$ cat src/lsm_pkg.sv
package lsm_pkg;

  // Frame geometry limits.
  localparam int MAX_WIDTH  = 1024;
  localparam int MAX_HEIGHT = 1024;

  // Field and register widths.
  localparam int SIZE_W    = 11;
  localparam int PIX_W     = 16;
  localparam int LUMA_W    = 8;
  localparam int LAP_W     = 10;
  localparam int SHARP_W   = 10;
  localparam int CFG_IDX_W = 2;

  localparam int COL_W    = $clog2(MAX_WIDTH);
  localparam int ROW_W    = $clog2(MAX_HEIGHT);
  localparam int ADDR_W   = COL_W + 1;
  localparam int LINE_DEPTH = 1 << ADDR_W;
  localparam int CNT_W    = $clog2((MAX_WIDTH - 2) * (MAX_HEIGHT - 2) + 1);
  localparam int SUM_W    = CNT_W + LAP_W;
  localparam int DIV_STEP_W = $clog2(SHARP_W);

  localparam int QDEPTH   = 4;
  localparam int QPTR_W   = $clog2(QDEPTH);
  localparam int QCNT_W   = $clog2(QDEPTH + 1);

  // Register reset values.
  localparam logic [SIZE_W-1:0] FRAME_WIDTH_RST  = SIZE_W'(320);
  localparam logic [SIZE_W-1:0] FRAME_HEIGHT_RST = SIZE_W'(240);

  // Register indexes.
  localparam logic [CFG_IDX_W-1:0] REG_FRAME_WIDTH  = CFG_IDX_W'(0);
  localparam logic [CFG_IDX_W-1:0] REG_FRAME_HEIGHT = CFG_IDX_W'(1);

  // Luma weights, in units of 1/256.
  localparam logic [7:0] COEF_R = 8'd77;
  localparam logic [7:0] COEF_G = 8'd150;
  localparam logic [7:0] COEF_B = 8'd29;

  // One classified pixel on its way from the front to the back.
  typedef struct packed {
    logic [LUMA_W-1:0] luma;
    logic [COL_W-1:0]  col;
    logic              row_odd;
    logic              first;
    logic              interior;
    logic              last;
  } lsm_item_t;

  typedef struct packed {
    logic             start;
    logic [SUM_W-1:0] sum;
    logic [CNT_W-1:0] cnt;
  } lsm_div_req_t;

  typedef struct packed {
    logic               valid;
    logic [SHARP_W-1:0] quot;
  } lsm_div_rsp_t;

  typedef enum logic [1:0] {
    DIV_IDLE,
    DIV_RUN,
    DIV_DONE
  } lsm_div_state_t;

endpackage

$ cat src/lsm_front.sv
module lsm_front
  import lsm_pkg::*;
(
  input  logic                 clk,
  input  logic                 rst_n,
  input  logic                 cfg_we,
  input  logic [CFG_IDX_W-1:0] cfg_index,
  input  logic [SIZE_W-1:0]    cfg_wdata,
  input  logic                 in_valid,
  output logic                 in_ready,
  input  logic [PIX_W-1:0]     in_pixel_rgb565,
  input  logic                 q_full,
  output logic                 q_push,
  output lsm_item_t            q_item,
  output logic                 restart
);

  logic [SIZE_W-1:0] fw_r, fh_r;
  logic [COL_W-1:0]  col_r, col_nxt;
  logic [ROW_W-1:0]  row_r, row_nxt;
  logic [SIZE_W-1:0] w_eff, h_eff;
  logic              col_last, row_last, interior;
  logic [4:0]        r5, b5;
  logic [5:0]        g6;
  logic [7:0]        r8, g8, b8;
  logic [15:0]       luma_acc;

  // Register writes; a write to a known register restarts the frame.
  always_ff @(posedge clk) begin
    if (!rst_n) begin
      fw_r <= FRAME_WIDTH_RST;
      fh_r <= FRAME_HEIGHT_RST;
    end else if (cfg_we) begin
      case (cfg_index)
        REG_FRAME_WIDTH:  fw_r <= cfg_wdata;
        REG_FRAME_HEIGHT: fh_r <= cfg_wdata;
        default: ;
      endcase
    end
  end

  always_comb begin
    restart = 1'b0;
    if (cfg_we) begin
      case (cfg_index)
        REG_FRAME_WIDTH:  restart = 1'b1;
        REG_FRAME_HEIGHT: restart = 1'b1;
        default:          restart = 1'b0;
      endcase
    end
  end

  // Sizes outside the supported range are clamped.
  assign w_eff = (fw_r == '0) ? SIZE_W'(1) :
                 (fw_r > SIZE_W'(MAX_WIDTH)) ? SIZE_W'(MAX_WIDTH) : fw_r;
  assign h_eff = (fh_r == '0) ? SIZE_W'(1) :
                 (fh_r > SIZE_W'(MAX_HEIGHT)) ? SIZE_W'(MAX_HEIGHT) : fh_r;

  assign col_last = (SIZE_W'(col_r) == w_eff - SIZE_W'(1));
  assign row_last = (SIZE_W'(row_r) == h_eff - SIZE_W'(1));
  assign interior = (w_eff >= SIZE_W'(3)) && (row_r >= ROW_W'(2)) &&
                    (col_r != '0) && (SIZE_W'(col_r) + SIZE_W'(2) <= w_eff);

  // RGB565 to 8-bit channels by bit replication, then weighted luma.
  assign r5 = in_pixel_rgb565[15:11];
  assign g6 = in_pixel_rgb565[10:5];
  assign b5 = in_pixel_rgb565[4:0];
  assign r8 = {r5, r5[4:2]};
  assign g8 = {g6, g6[5:4]};
  assign b8 = {b5, b5[4:2]};
  assign luma_acc = 16'(r8) * 16'(COEF_R) + 16'(g8) * 16'(COEF_G) +
                    16'(b8) * 16'(COEF_B);

  assign in_ready = !q_full;
  assign q_push   = in_valid && !q_full;

  always_comb begin
    q_item.luma     = luma_acc[15:8];
    q_item.col      = col_r;
    q_item.row_odd  = row_r[0];
    q_item.first    = (col_r == '0);
    q_item.interior = interior;
    q_item.last     = col_last && row_last;
  end

  always_comb begin
    col_nxt = col_r;
    row_nxt = row_r;
    if (restart) begin
      col_nxt = '0;
      row_nxt = '0;
    end else if (q_push) begin
      if (col_last) begin
        col_nxt = '0;
        row_nxt = row_last ? '0 : row_r + ROW_W'(1);
      end else begin
        col_nxt = col_r + COL_W'(1);
      end
    end
  end

  always_ff @(posedge clk) begin
    if (!rst_n) begin
      col_r <= '0;
      row_r <= '0;
    end else begin
      col_r <= col_nxt;
      row_r <= row_nxt;
    end
  end

endmodule

$ cat config.mk
export PLATFORM = sky130hd
export DESIGN_NAME = lsm_front
export DESIGN_NICKNAME = d
export VERILOG_FILES = /design/src/lsm_pkg.sv /design/src/lsm_front.sv
export SDC_FILE = /design/constraint.sdc
export NUM_CORES = 1
export LEC_CHECK = 0
export ABC_CLOCK_PERIOD_IN_PS = 7590
export BUFFER_PORTS_ARGS = -buffer_cell sky130_fd_sc_hd__buf_2
export CAP_MARGIN = 20
export CORE_MARGIN = 8
export CORE_UTILIZATION = 49
export DETAILED_ROUTE_END_ITERATION = 7
export GPL_TIMING_DRIVEN = 0
export PLACE_DENSITY = 0.7
export SYNTH_ARGS = -nofsm -noshare
export SYNTH_HDL_FRONTEND = slang
export SYNTH_SLANG_ARGS = --single-unit
$ cat constraint.sdc
create_clock -name clk -period 7.59 [get_ports clk]
set_clock_uncertainty 0.15 [all_clocks]
set_input_delay 1.1385 -clock clk [delete_from_list [all_inputs] [get_ports clk]]
set_output_delay 1.1385 -clock clk [all_outputs]
set_load 0.005 [all_outputs]
==> results.md <==
* Tmin final at 7820 ps
* Clk buf depth at 2
* Die W at 131 um
* Routed met2 length at 6.96 mm
* Syn Std Cell Area at 6460 um2
* Critical Path AT at 6530 ps
* TritonCTS clock tree: done
* Pwr Density at 409 nW/um2
* First-pass GRT wire length at 26.0 mm
* Most used DFF post-synth: dfxtp_1
* Post-Layout Inst Area at 7490 um2
* Clk_lat worst skew at 290 ps
* Via count at 5,600
* DR WL met3 at 654 um
* Simple-Gate Fraction of Synth Area at 0.197
* IO buf count at 58
* Multi-input logic area at 5260 um2
* Worst hold endpoint: col_r[0]
* Total Die Area at 17,100 um2
* Register area at 841 um2
* LEAKAGE at 0.00336 uW
* Largest net degree at the start of global routing at 14
* Worst hold path depth at 2
* Share of layout cells above drive strength 1 at 0.151
* R2R Setup Slk at 2950 ps
* Gr usage total at 0.186
* Fillers at 1,187
* Rel. slew slack at 0.546
* Setup slack after layout at -227 ps
* Critical Path Max Stage Delay at 530 ps
* Initial antenna violation count at 0
* Crit Reg-Reg Endpoint: row_r[1]
* Cell variety after synth at 66
* Launching element type of the critical path: primary input
* Mux cell area share after synthesis at 0.00310
* DRT Pass-1 Iters at 4
* Gr ovfl total at 0
* Worst EP required at 6300 ps
* Initial Utilization at 0.494
* Setup tns final at -838 ps
* Slowest CP cell: fa_1
* Fin cells at 1,032
* Layout Nets at 1,045
* Crit path kind: primary input to primary output
* Slew Limit Fails at 0
* Most frequent cells in the layout: inv_1 (107), ha_1 (89), nand2_1 (80), buf_2 (57), fa_1 (53)
* # hold bufs at CTS at 0
* Root Driver: clkbuf_16
* Max Cap Viol at 0
* Via density at 5.43
* Cell repeated most along the worst path: ha_4
* Clk sinks at 42
* Routed WL per cell at 14.7 um
* Antenna-violating nets left at 0
* Compound-Gate Fraction of Synth Area at 0.149
* Crit. End Element: primary output
* Die height at 131 um
* Most common cell after layout, fill and taps aside: inv_1
* GP Congestion at 0.873
* Post-synthesis cell count at 779
* Met1 wire length at 7.46 mm
* Largest fanout on the critical path at 4
* Vias in the first global route at 5,524
* Final number of hold-violating endpoints at 0
* Num rows at 42
* Placed instance area at 7040 um2
* # setup viols final at 6
* Placed cell count at 1,013
* Num ports at 59
* # DRC at 0
* Violated checks: setup timing
* Power, Total at 3060 uW
* Post-Synth Adder-Cell Area at 0.365
* H-tree depth at 2
* #FFs+latches synth at 42
* Clk slew on worst S/H paths at 60 ps
* Cts bufs inserted at 5
* Min-delay src: col_r[0]
* Max Freq at 128 MHz
* RSZ-0062 raised after global routing: yes
* Synth async-reset ratio at 0
* Routed WL at 15.2 mm
* Max VDD drop at 0.543 mV
* Largest family of logic cells by synthesized area: adder cells
* Mean post-synth cell area at 8.30 um2
* Outcome: finished, violations left
* Core Region at 13,100 um2
* Post-synthesis sequential area ratio at 0.130
* RR Startpoint: fw_r[7]
* Syn nets at 969
* Area growth from synthesis to layout at 15.9%
* Synth Area in XOR/XNOR at 0.0623
* Post-synth EDFFs at 0
* HPWL Detailed at 12.1 mm
* Ant. Diodes at 0
* Reg2Reg Depth at 16
* Period utilisation layout at 1.03
* Uppermost layer routed: met4
* Min-Delay Path Class: flop to flop
* Initial drt markers at 276
* Syn. warnings at 0
* Worst slew pin tran at 677 ps
==> repair_timing <==
action / 4_1_cts / 5_1_grt
resized for setup: 22 / 21
pin swaps: 29 / 25
endpoints found under the setup margin: 7 / 7
buffers inserted: 8 / 3
==> flip-flops by register name, summed over array words and instances (netlist names) <==
register and flops:
col_r 10, fh_r 11, fw_r 11, row_r 10
==> per-stage QoR <==
| step | hold WS (ps) | utilization | setup slack [ps] |
|---|---|---|---|
| floorplan | 326 | - | 3.16 |
| global placement | 375 | 0.538 | -537 |
| detailed placement | 376 | 0.538 | -556 |
| CTS | 386 | 0.562 | -234 |
| global route | 429 | 0.572 | -454 |
| finish | 385 | 0.572 | -227 |
==> synth_stat cells, drive strengths merged (7+ instances only) <==
library cell,n,area [um2]
o211ai,7,52.6
nand3,24,120
xnor2,26,228
nor4,14,100
a21oi,20,100
ha,102,1280
dfxtp,42,841
o31ai,12,95.1
nand2,81,304
nand4,9,56.3
or4,12,93.8
nor2,46,173
clkbuf,30,113
a211oi,13,97.6
inv,113,424
fa,54,1080
nor3,15,75.1
xor2,20,175
a31oi,7,43.8
o21ai,17,85.1
buf,9,61.3
a21boi,17,128
or3,8,50.1
==> per-layer routing <==
layer,up-vias,global-route usage
li1,2843,-
met1,2633,0.255
met2,113,0.311
met3,11,0.0252
met4,0,0.0270
met5,-,0
==> layout make-up <==
class,count,area share
multi-input combinational,584,0.702
sequential,42,0.112
inverter,114,0.0575
timing repair buffer,69,0.0563
tap,176,0.0294
buffer,39,0.0232
clock buffer,6,0.0172
clock inverter,2,0.00184
==> worst max path at each step <==
stage / start / slack, ps / to
2_1_floorplan: in_pixel_rgb565[6] / 3 / q_item[20]
3_3_place_gp: in_pixel_rgb565[6] / -540 / q_item[20]
3_5_place_dp: in_pixel_rgb565[6] / -560 / q_item[20]
4_1_cts: in_pixel_rgb565[9] / -230 / q_item[20]
5_1_grt: in_pixel_rgb565[8] / -450 / q_item[20]
6_report: in_pixel_rgb565[8] / -230 / q_item[20]
==> power breakdown <==
group | internal (uW) | switching, uW | total, uW
registers | 225 | 5.56 | 231
clock network | 122 | 89.9 | 212
logic | 1300 | 1330 | 2620
==> worst max-delay path, delay by kind of cell <==
family / cells / cell delay, ps
fa+ha+maj: 10 / 3560
compound gates: 5 / 890
buf+inv: 6 / 400
simple gates: 5 / 380
xor+xnor: 1 / 150
==> logic make-up after synthesis <==
family / Yosys count
mux: 2
compound gates: 133
simple gates: 247
flops: 42
buf+inv: 153
xor+xnor: 46
fa+ha+maj: 156
(Power assumes the default switching activity.)
