===== config.mk =====
export PLATFORM = sky130hd
export DESIGN_NAME = lsm_queue
export DESIGN_NICKNAME = d
export VERILOG_FILES = /design/src/lsm_pkg.sv /design/src/lsm_queue.sv
export SDC_FILE = /design/constraint.sdc
export NUM_CORES = 1
export LEC_CHECK = 0
export ABC_CLOCK_PERIOD_IN_PS = 3600
export CORE_MARGIN = 2
export CORE_UTILIZATION = 56
export DETAILED_ROUTE_END_ITERATION = 8
export DONT_BUFFER_PORTS = 1
export PLACE_DENSITY = 0.72
export SLEW_MARGIN = 20
export SYNTH_ARGS = -nofsm -noshare
export SYNTH_HDL_FRONTEND = slang
export SYNTH_SLANG_ARGS = --single-unit

===== constraint.sdc =====
create_clock -name clk -period 3.6 [get_ports clk]
set_input_delay 0.9 -clock clk [delete_from_list [all_inputs] [get_ports clk]]
set_output_delay 0.9 -clock clk [all_outputs]
set_load 0.02 [all_outputs]

===== src/lsm_pkg.sv =====
package lsm_pkg;

  // Frame geometry limits.
  localparam int MAX_WIDTH  = 1024;
  localparam int MAX_HEIGHT = 1024;

  // Field and register widths.
  localparam int SIZE_W    = 11;
  localparam int PIX_W     = 16;
  localparam int LUMA_W    = 8;
  localparam int LAP_W     = 10;
  localparam int SHARP_W   = 10;
  localparam int CFG_IDX_W = 2;

  localparam int COL_W    = $clog2(MAX_WIDTH);
  localparam int ROW_W    = $clog2(MAX_HEIGHT);
  localparam int ADDR_W   = COL_W + 1;
  localparam int LINE_DEPTH = 1 << ADDR_W;
  localparam int CNT_W    = $clog2((MAX_WIDTH - 2) * (MAX_HEIGHT - 2) + 1);
  localparam int SUM_W    = CNT_W + LAP_W;
  localparam int DIV_STEP_W = $clog2(SHARP_W);

  localparam int QDEPTH   = 4;
  localparam int QPTR_W   = $clog2(QDEPTH);
  localparam int QCNT_W   = $clog2(QDEPTH + 1);

  // Register reset values.
  localparam logic [SIZE_W-1:0] FRAME_WIDTH_RST  = SIZE_W'(320);
  localparam logic [SIZE_W-1:0] FRAME_HEIGHT_RST = SIZE_W'(240);

  // Register indexes.
  localparam logic [CFG_IDX_W-1:0] REG_FRAME_WIDTH  = CFG_IDX_W'(0);
  localparam logic [CFG_IDX_W-1:0] REG_FRAME_HEIGHT = CFG_IDX_W'(1);

  // Luma weights, in units of 1/256.
  localparam logic [7:0] COEF_R = 8'd77;
  localparam logic [7:0] COEF_G = 8'd150;
  localparam logic [7:0] COEF_B = 8'd29;

  // One classified pixel on its way from the front to the back.
  typedef struct packed {
    logic [LUMA_W-1:0] luma;
    logic [COL_W-1:0]  col;
    logic              row_odd;
    logic              first;
    logic              interior;
    logic              last;
  } lsm_item_t;

  typedef struct packed {
    logic             start;
    logic [SUM_W-1:0] sum;
    logic [CNT_W-1:0] cnt;
  } lsm_div_req_t;

  typedef struct packed {
    logic               valid;
    logic [SHARP_W-1:0] quot;
  } lsm_div_rsp_t;

  typedef enum logic [1:0] {
    DIV_IDLE,
    DIV_RUN,
    DIV_DONE
  } lsm_div_state_t;

endpackage


===== src/lsm_queue.sv =====
module lsm_queue
  import lsm_pkg::*;
(
  input  logic      clk,
  input  logic      rst_n,
  input  logic      push,
  input  lsm_item_t push_item,
  output logic      full,
  input  logic      pop,
  output logic      valid,
  output lsm_item_t pop_item
);

  lsm_item_t          slot_r [QDEPTH];
  logic [QPTR_W-1:0]  wr_ptr_r, rd_ptr_r;
  logic [QCNT_W-1:0]  cnt_r;

  assign full     = (cnt_r == QCNT_W'(QDEPTH));
  assign valid    = (cnt_r != '0);
  assign pop_item = slot_r[rd_ptr_r];

  always_ff @(posedge clk) begin
    if (push) begin
      slot_r[wr_ptr_r] <= push_item;
    end
  end

  always_ff @(posedge clk) begin
    if (!rst_n) begin
      wr_ptr_r <= '0;
      rd_ptr_r <= '0;
      cnt_r    <= '0;
    end else begin
      if (push) begin
        wr_ptr_r <= wr_ptr_r + QPTR_W'(1);
      end
      if (pop) begin
        rd_ptr_r <= rd_ptr_r + QPTR_W'(1);
      end
      if (push && !pop) begin
        cnt_r <= cnt_r + QCNT_W'(1);
      end else if (pop && !push) begin
        cnt_r <= cnt_r - QCNT_W'(1);
      end
    end
  end

endmodule


==> impl_metrics.py, run 1 <==
metrics = {
    "logic_synthesis": {
        "synth-seq-cells": 97,
        "netlist_instances": 157,
        "synth_area_um2": 3620,
        "yosys_warnings": 0,
        "syn_area_per_cell_um2": 23.1,
        "synth_cell_types": 19,
        "yosysSeqAreaShare_pct": 77.9,
        "synth_fp_nets": 189,
    },
    "clock_tree": {
        "cts_resized": 0,
        "cts_root_buffer": "clkbuf_8",
        "cts_buffers": 9,
        "cts_setup_buffers": 0,
        "hold_buffers": 0,
        "cts_buffer_depth": 2,
        "clk_latency_ns": 0.34,
        "h-tree-depth": 3,
        "clkSinkCount": 97,
        "clk_pin_slew_ns": 0.08,
        "cts_tree": "built",
    },
    "hold_path": {
        "hold_class": "reg2reg",
    },
    "pwr": {
        "power.leakage_nw": 1.25,
        "powerDensity_nw_per_um2": 554,
        "ir_worst_vdd_v": 0.000261,
    },
    "worst_setup_path": {
        "crit_family": "flip-flops",
        "cp_num_buf_inv": 1,
        "critPathMaxStageDelay_ns": 0.70,
        "crit_fanout": 16,
        "critPathRequiredTime_ns": 2.70,
        "slowest_stage": "dfxtp_2",
        "worstPathArrival_ns": 1.93,
        "crit_path_end_kind": "output pin",
        "crit_path_start_kind": "register",
        "criticalPathCategory": "reg2out",
        "path_cells": "buf_4 -> mux4_2",
    },
    "timing": {
        "hold_violations": 0,
        "clock.fmax_ghz": 0.354,
        "setup_violations": 0,
        "finClkSkew_ns": 0.0120,
        "worst-slew-pin-transition_ns": 1.09,
        "relSlewSlack_pct": 27.0,
        "rsz0062_at_grt": "false",
        "fin_crit_sh_pct": 78.5,
        "tns_ns": 0,
        "min_period_ns": 2.83,
        "fin_ws_ns": 0.774,
        "slew_violations": 0,
    },
    "die": {
        "fp-row-count": 29,
        "pin_count": 50,
        "die_width_um": 84.5,
        "die_y_um": 84.5,
        "fp.dieArea_um2": 7130,
        "core_area_um2": 6310,
        "start_util_pct": 57.4,
    },
    "global_route": {
        "grt_pass1_vias": 1580,
        "grt_pass1_wl_um": 8290,
        "grt_usage_pct": 16.3,
        "grt_max_degree": 23,
        "overflow": 0,
        "antenna_found_initial": 0,
    },
    "placed_design": {
        "numPortBuffers": 0,
        "post-place-ws_ns": 1.08,
        "gp_congestion": 0.716,
        "hpwlAfterDp_um": 3410,
    },
    "finish": {
        "diodes": 0,
        "fillCellCount": 440,
        "area_delta_synth_final_pct": 7.35,
        "fin_nets": 199,
        "drive_above_1_share_pct": 22.7,
    },
    "route": {
        "num_vias": 1440,
        "vias_per_cell": 5.78,
        "drc": 0,
        "first_pass_iters": 4,
        "postRouteWirelength_um": 5320,
        "drtIter0Drc": 103,
        "wl_per_cell_um": 21.4,
        "postRouteAntennaNets": 0,
    },
    "job": {
        "maxCapViolCount": 0,
    },
    "status": {
        "status": "completed",
    },
}
cell type report:
cell class / count / area [um2] / share of cell area [%]
Sequential cell: 97 / 2820 / 72.6
Multi-Input combinational cell: 52 / 757 / 19.5
Clock buffer: 14 / 163 / 4.18
Tap cell: 77 / 96.3 / 2.48
Timing Repair Buffer: 3 / 22.5 / 0.579
Inverter: 4 / 15.0 / 0.386
Clock inverter: 2 / 13.8 / 0.354
power by group:
group | total [mW] | switching [mW] | internal [mW]
Sequential | 1.32 | 0.0300 | 1.29
Clock | 0.624 | 0.334 | 0.291
Combinational | 0.211 | 0.126 | 0.0850
Total | 2.16 | 0.490 | 1.67
sequential cells by signal, summed over array words and instances (netlist names), named ones only:
| signal | flops |
|---|---|
| rd_ptr_r | 2 |
| slot_r | 88 |
| cnt_r | 3 |
| wr_ptr_r | 2 |
worst min-delay path: cells and delay by family (launching register included):
| kind | cells | cell delay [ns] |
|---|---|---|
| flip-flops | 1 | 0.33 |
| AO/OA/AOI/OAI | 2 | 0.13 |
cell usage after synthesis:
cell type,instances,area [um2]
buf_6,2,22.5
buf_2,2,10.0
xor2_1,3,26.3
nor3b_1,1,7.51
o21ai_0,1,5.00
xnor2_1,2,17.5
a21boi_0,1,7.51
fa_1,1,20.0
nand2_1,1,3.75
nor2b_1,2,12.5
mux2i_1,2,20.0
ha_1,5,62.6
mux4_1,2,52.6
dfxtp_1,9,180
inv_1,4,15.0
and2_1,9,56.3
or3_1,2,12.5
edfxtp_1,88,2640
mux4_2,20,450
final timing paths:
| check | start | to | slack [ns] | cells after the start |
|---|---|---|---|---|
| setup / recovery | register | pop_item[19] | 0.77 | 2 |
| hold / removal | cnt_r[2]$_SDFFE_PN0P_ | cnt_r[2]$_SDFFE_PN0P_ | 0.51 | 2 |
| setup reg to reg | wr_ptr_r[0]$_SDFFE_PN0P_ | slot_r[3][12]$_DFFE_PP_ | 1.81 | 2 |
| hold reg to reg | cnt_r[2]$_SDFFE_PN0P_ | cnt_r[2]$_SDFFE_PN0P_ | 0.51 | 2 |
through the flow:
step | util (%) | area, um2 | hold slack, ns | std cells | total power, mW
finish | 61.6 | 3890 | 0.509 | 249 | 2.16
global route | 61.6 | 3890 | 0.543 | 249 | 2.23
CTS | 61.6 | 3890 | 0.506 | 249 | 2.18
detailed placement | 58.8 | 3710 | 0.493 | 233 | 1.56
global placement | 58.8 | 3710 | 0.477 | 233 | 1.55
floorplan | - | 3620 | 0.467 | 157 | 1.52
cells in the final DEF (no fill, tap or decap), drive strengths merged:
master / count
or3: 2
xnor2: 2
inv: 4
edfxtp: 88
buf: 3
and2: 9
clkinv: 2
clkbuf: 14
nor2b: 2
fa: 1
a21boi: 1
xor2: 3
mux2i: 2
dfxtp: 9
o21ai: 1
nor3b: 1
nand2: 1
mux4: 22
ha: 5
routing by layer:
metal / up-vias / part of all wire [%] / wire length (um) / GRT usage (%)
li1: 654 / - / - / -
met1: 739 / 40 / 2110 / 18.9
met2: 40 / 54 / 2850 / 27.8
met3: 7 / 5.3 / 280 / 5.80
met4: 0 / 1.5 / 78 / 6.49
met5: - / 0 / 0 / 0
kinds of logic after synthesis:
logic type,share of synthesized area [%]
simple gates,2.55
fa+ha+maj,2.28
buf+inv,1.31
xor+xnor,1.21
compound gates,0.345
flops,77.9
mux,14.4
No activity file was read; power rests on OpenSTA's default activity.
==> run 2: changes to the inputs <==
--- a/config.mk
+++ b/config.mk
@@ -5,12 +5,13 @@
 export SDC_FILE = /design/constraint.sdc
 export NUM_CORES = 1
 export LEC_CHECK = 0
-export ABC_CLOCK_PERIOD_IN_PS = 3600
+export ABC_AREA = 1
+export ABC_CLOCK_PERIOD_IN_PS = 2600
 export CORE_MARGIN = 2
 export CORE_UTILIZATION = 56
 export DETAILED_ROUTE_END_ITERATION = 8
 export DONT_BUFFER_PORTS = 1
-export PLACE_DENSITY = 0.72
+export PLACE_DENSITY = 0.75
 export SLEW_MARGIN = 20
 export SYNTH_ARGS = -nofsm -noshare
 export SYNTH_HDL_FRONTEND = slang
==> constraint.sdc (replaced) <==
create_clock -name clk -period 2.6 [get_ports clk]
set_input_delay 0.65 -clock clk [delete_from_list [all_inputs] [get_ports clk]]
set_output_delay 0.65 -clock clk [all_outputs]
set_load 0.02 [all_outputs]
==> impl_metrics.py, run 2 <==
metrics = {
    "placed_design": {
        "dp.cells": 345,
        "gp_congestion": 0.720,
        "hpwlAfterDp_um": 3840,
        "numPortBuffers": 0,
        "post-place-ws_ns": 0.503,
    },
    "job": {
        "maxCapViolCount": 0,
    },
    "timing": {
        "fin_ws_ns": 0.168,
        "tns_ns": 0,
        "relSlewSlack_pct": 58.3,
        "fin_crit_sh_pct": 93.5,
        "finClkSkew_ns": 0.00549,
        "clock.fmax_ghz": 0.411,
        "hold_violations": 0,
        "slew_violations": 0,
        "hold_ws_ns": 0.397,
        "rsz0062_at_grt": "false",
        "setup_violations": 0,
        "worst-slew-pin-transition_ns": 0.621,
        "min_period_ns": 2.43,
    },
    "finish": {
        "diodes": 0,
        "largest_reg_flops": 88,
        "drive_above_1_share_pct": 9.51,
        "reg_top3": "slot_r: 88 flops, cnt_r: 3 flops",
        "regMostFlops": "slot_r",
        "stdcell_count": 361,
        "most-common-layout-cells": "edfxtp_1, nor2_1, o21ai_0, o22ai_1, o21ai_1",
        "fin_nets": 311,
        "area_delta_synth_final_pct": 7.26,
        "layout_commonest_cell": "edfxtp_1",
        "fillCellCount": 489,
    },
    "clock_tree": {
        "clk_pin_slew_ns": 0.09,
        "h-tree-depth": 3,
        "cts_tree": "built",
        "hold_buffers": 0,
        "cts_resized": 0,
        "cts_root_buffer": "clkbuf_8",
        "cts_buffer_depth": 2,
        "cts_buffers": 9,
        "clk_latency_ns": 0.34,
        "cts_setup_buffers": 0,
        "clkSinkCount": 97,
    },
    "worst_setup_path": {
        "slowest_stage": "dfxtp_1",
        "path_cells": "buf_4 -> o21ai_0 -> o22ai_1",
        "critPathMaxStageDelay_ns": 0.54,
        "crit_family": "compound AO/OA/AOI/OAI gates",
        "crit_path_end_kind": "output pin",
        "worstPathArrival_ns": 1.78,
        "criticalPathCategory": "reg2out",
        "crit_fanout": 13,
        "crit_path_start_kind": "register",
        "cp_num_buf_inv": 1,
        "critPathRequiredTime_ns": 1.95,
        "reg2reg_depth": 5,
        "path_depth": 3,
    },
    "route": {
        "postRouteAntennaNets": 0,
        "wl_per_cell_um": 17.8,
        "vias_per_cell": 5.76,
        "drc": 1,
        "num_vias": 2078,
        "drtIter0Drc": 177,
        "postRouteWirelength_um": 6430,
        "first_pass_iters": 6,
    },
    "die": {
        "die_width_um": 85.7,
        "core_area_um2": 6420,
        "die_y_um": 85.7,
        "pin_count": 50,
        "start_util_pct": 58.2,
        "fp.dieArea_um2": 7350,
        "fp-row-count": 29,
    },
    "logic_synthesis": {
        "async_reset_ff_share_pct": 0,
        "synth_edf_count": 88,
        "yosys.cell_count.top_type": "edfxtp_1",
        "yosysTopAreaCellShare_pct": 70.7,
        "yosys_most_used_dff": "edfxtp_1",
        "synth.largest_area_cell": "edfxtp_1",
        "synth_area_um2": 3740,
        "synth_fp_nets": 304,
        "yosysSeqAreaShare_pct": 75.5,
        "synthTopCellsByCount": "edfxtp_1, nor2_1, o21ai_0",
        "netlist_instances": 272,
        "yosys_warnings": 0,
        "synth_cell_types": 19,
        "synth_area_leaders": "edfxtp_1, nor2_1, dfxtp_1",
        "syn_area_per_cell_um2": 13.7,
        "synth-seq-cells": 97,
    },
    "status": {
        "violations": "DRC",
        "status": "finished, violations left",
    },
    "hold_path": {
        "hold_class": "in2reg",
        "whs_path_depth": 0,
    },
    "global_route": {
        "grt_max_degree": 45,
        "use_met3_pct": 5.58,
        "overflow": 0,
        "gr-usage-met2_pct": 29.9,
        "grt_pass1_wl_um": 10200,
        "antenna_found_initial": 0,
        "grt_busiest_layer": "met2",
        "grt_util_met1_pct": 23.7,
        "grt_usage_pct": 18.7,
        "grt_pass1_vias": 2086,
    },
    "pwr": {
        "ir_worst_vdd_v": 0.000449,
        "powerDensity_nw_per_um2": 778,
        "power.leakage_nw": 1.39,
    },
}
-- run 2: changes by cell type after synthesis, sizes merged, moves of 3 or more --
cell   delta
buf       +9
nand2     +9
xor2      -3
nor2     +50
and2      -9
o21ai    +49
inv      +13
o22ai    +22
mux4     -22
a21oi     +4
-- run 2: area by class of cell --
class                      instances  area (um2)  share of cell area, %
inverter                          17        71.3                   1.78
tap                               77        96.3                   2.40
clock inverter                     6        92.6                   2.31
timing repair buffer               9        67.6                   1.68
clock buffer                      10         128                   3.18
sequential                        97        2820                   70.4
multi-input combinational        145         732                   18.2
-- run 2: final timing paths --
| check | start | end | slack, ns |
|---|---|---|---|
| max reg2reg | wr_ptr_r[0]$_SDFFE_PN0P_ | slot_r[2][16]$_DFFE_PP_ | 0.98 |
| max | register | pop_item[8] | 0.17 |
| min | push_item[7] | slot_r[2][7]$_DFFE_PP_ | 0.40 |
| min reg2reg | rd_ptr_r[1]$_SDFFE_PN0P_ | rd_ptr_r[1]$_SDFFE_PN0P_ | 0.47 |
-- run 2: per-stage QoR --
stage,power (mW),area [um2],utilization [%]
6_report,3.12,4010,62.5
3_3_place_gp,2.12,3790,59.0
5_1_grt,3.24,4010,62.5
3_5_place_dp,2.12,3790,59.0
4_1_cts,3.15,4010,62.5
2_1_floorplan,2.07,3740,-
-- run 2: cell families (layout without fill, tap and decap cells) --
kind of cell / count (synthesis) / count (layout) / synth area share, %
flip-flops: 97 / 97 / 75.5
buffers and inverters: 30 / 42 / 4.95
adder cells (fa/ha/maj): 6 / 6 / 2.21
AND/OR/NAND/NOR: 63 / 63 / 6.46
AO/OA/AOI/OAI: 76 / 76 / 10.9
-- run 2: worst register-to-register path, cell delays in order, from the launching register on --
cell     delay [ns]
dfxtp_1        0.34
inv_1          0.12
ha_1           0.16
nand2_1        0.05
inv_1          0.33
buf_4          0.32
-- run 2: power breakdown --
group	total [mW]	switching (mW)	internal [mW]
combinational	0.281	0.210	0.0711
sequential	1.80	0.0306	1.77
clock	1.03	0.490	0.545
-- run 2: layer usage --
layer	part of all wire, %	wire, um	up-vias
li1	-	-	1005
met1	41	2650	1014
met2	51	3260	51
met3	7.1	457	8
met4	1.0	65	0
met5	0	0	-
==> run 3: changes to the inputs <==
--- a/config.mk
+++ b/config.mk
@@ -11,7 +11,7 @@
 export CORE_UTILIZATION = 56
 export DETAILED_ROUTE_END_ITERATION = 8
 export DONT_BUFFER_PORTS = 1
-export PLACE_DENSITY = 0.75
+export PLACE_DENSITY = 0.81
 export SLEW_MARGIN = 20
 export SYNTH_ARGS = -nofsm -noshare
 export SYNTH_HDL_FRONTEND = slang
==> impl_metrics.py, run 3 (synthesized netlist as in run 2, its figures left out) <==
metrics = {
    "job": {
        "maxCapViolCount": 0,
    },
    "clock_tree": {
        "cts_buffer_depth": 2,
        "clk_pin_slew_ns": 0.08,
        "h-tree-depth": 3,
        "hold_buffers": 0,
        "cts_setup_buffers": 0,
        "clk_latency_ns": 0.35,
        "cts_tree": "built",
        "clkSinkCount": 97,
        "cts_root_buffer": "clkbuf_8",
        "cts_buffers": 9,
        "cts_resized": 0,
    },
    "pwr": {
        "ir_worst_vdd_v": 0.000438,
        "power_frac_clock_pct": 27.2,
        "power.leakage_nw": 1.46,
        "p_int_mw": 2.23,
        "switching_share_pct": 24.3,
        "powerDensity_nw_per_um2": 720,
        "power_frac_seq_pct": 61.1,
        "power_mw": 2.94,
        "combPwrFrac_pct": 11.7,
        "switchingPower_mw": 0.715,
    },
    "worst_setup_path": {
        "slowest_stage": "o22ai_1",
        "crit_fanout": 44,
        "worstPathArrival_ns": 1.71,
        "crit_family": "compound AO/OA/AOI/OAI gates",
        "reg2reg_slack_ns": 1.26,
        "cp_num_buf_inv": 2,
        "reg2reg_depth": 5,
        "crit_path_end_kind": "output pin",
        "critPathRequiredTime_ns": 1.95,
        "path_cells": "buf_4 -> inv_8 -> o21ai_0 -> o22ai_1",
        "r2r-start": "wr_ptr_r[0]$_SDFFE_PN0P_",
        "critPathMaxStageDelay_ns": 0.45,
        "crit_path_start_kind": "register",
        "criticalPathCategory": "reg2out",
        "r2r_end": "slot_r[0][5]$_DFFE_PP_",
    },
    "timing": {
        "min_period_ns": 2.36,
        "worst-slew-pin-transition_ns": 0.613,
        "hold_violations": 0,
        "hold_ws_ns": 0.391,
        "relSlewSlack_pct": 58.8,
        "clock.fmax_ghz": 0.424,
        "tns_ns": 0,
        "finClkSkew_ns": 0.00520,
        "fin_crit_sh_pct": 90.8,
        "slew_violations": 0,
        "setup_violations": 0,
        "rsz0062_at_grt": "false",
    },
    "finish": {
        "multiInputGateArea_um2": 732,
        "fin_nets": 329,
        "area_delta_synth_final_pct": 9.27,
        "fin_util_pct": 63.6,
        "layout_commonest_cell": "edfxtp_1",
        "drive_above_1_share_pct": 14.2,
        "most-common-layout-cells": "edfxtp_1, nor2_1, o21ai_0, buf_4, o22ai_1",
        "final_area_um2": 4090,
        "diodes": 0,
        "fillCellCount": 457,
        "largest_reg_flops": 88,
        "regMostFlops": "slot_r",
        "regArea_um2": 2820,
        "reg_top3": "slot_r: 88 flops, cnt_r: 3 flops",
    },
    "die": {
        "die_y_um": 85.7,
        "fp-row-count": 29,
        "start_util_pct": 58.2,
        "core_area_um2": 6420,
        "die_width_um": 85.7,
        "pin_count": 50,
        "fp.dieArea_um2": 7350,
    },
    "route": {
        "postRouteAntennaNets": 0,
        "num_vias": 2134,
        "wl_per_cell_um": 17.0,
        "drtIter0Drc": 239,
        "first_pass_iters": 7,
        "vias_per_cell": 5.63,
        "postRouteWirelength_um": 6440,
        "drc": 3,
    },
    "global_route": {
        "grt_busiest_layer": "met2",
        "grt_pass1_vias": 2134,
        "gr-usage-met2_pct": 31.9,
        "grt_util_met1_pct": 21.3,
        "grt_max_degree": 45,
        "grt_usage_pct": 18.8,
        "overflow": 0,
        "antenna_found_initial": 0,
        "use_met3_pct": 6.64,
        "grt_pass1_wl_um": 10300,
    },
    "placed_design": {
        "hpwlAfterDp_um": 3950,
        "numPortBuffers": 0,
        "gp_congestion": 0.761,
        "placed_area_um2": 3930,
    },
    "hold_path": {
        "hold-path-endpoint": "slot_r[0][20]$_DFFE_PP_",
        "whs_path_depth": 0,
        "hp-start": "push_item[20]",
        "hold_class": "in2reg",
    },
    "status": {
        "violations": "DRC",
        "status": "finished, violations left",
    },
}
[run 3: routing by layer]
layer	routed length, um	part of all wire, %
met3	461	7.2
met5	0	0
met4	110	1.7
met1	2450	38
met2	3420	53
[run 3: worst max path at each step]
stage | depth (start not counted) | slack, ns | to | startpoint
floorplan | 5 | 0.94 | pop_item[17] | register
global placement | 4 | 0.62 | pop_item[17] | register
detailed placement | 4 | 0.61 | pop_item[17] | register
CTS | 4 | 0.21 | pop_item[17] | register
global route | 4 | 0.08 | pop_item[17] | register
finish | 4 | 0.24 | pop_item[17] | register
[run 3: worst register-to-register path: cells and delay by family (launching register included)]
family / cells / cell delay [ns]
fa+ha+maj: 1 / 0.16
buf+inv: 3 / 0.47
flops: 1 / 0.33
simple gates: 1 / 0.05
[run 3: metrics by stage]
| step | setup slack, ns | instances |
|---|---|---|
| final | 0.239 | 379 |
| after global routing | 0.0840 | 379 |
| after floorplan | 0.935 | 272 |
| after global placement | 0.625 | 363 |
| after CTS | 0.210 | 379 |
| after detailed placement | 0.610 | 363 |
[run 3: power groups by stage]
| stage | clock network (mW) | registers (mW) | logic (mW) |
|---|---|---|---|
| after floorplan | 0 | 1.83 | 0.247 |
| after global placement | 0 | 1.83 | 0.337 |
| after detailed placement | 0 | 1.83 | 0.348 |
| after CTS | 0.820 | 1.80 | 0.349 |
| after global routing | 0.878 | 1.80 | 0.382 |
| final | 0.800 | 1.80 | 0.346 |
[run 3: cell type report]
type / count / area share [%]
Tap cell: 77 / 2.36
Multi-Input combinational cell: 145 / 17.9
Clock buffer: 9 / 3.03
Sequential cell: 97 / 69.1
Inverter: 17 / 1.75
Timing Repair Buffer: 27 / 4.96
Clock inverter: 7 / 0.919
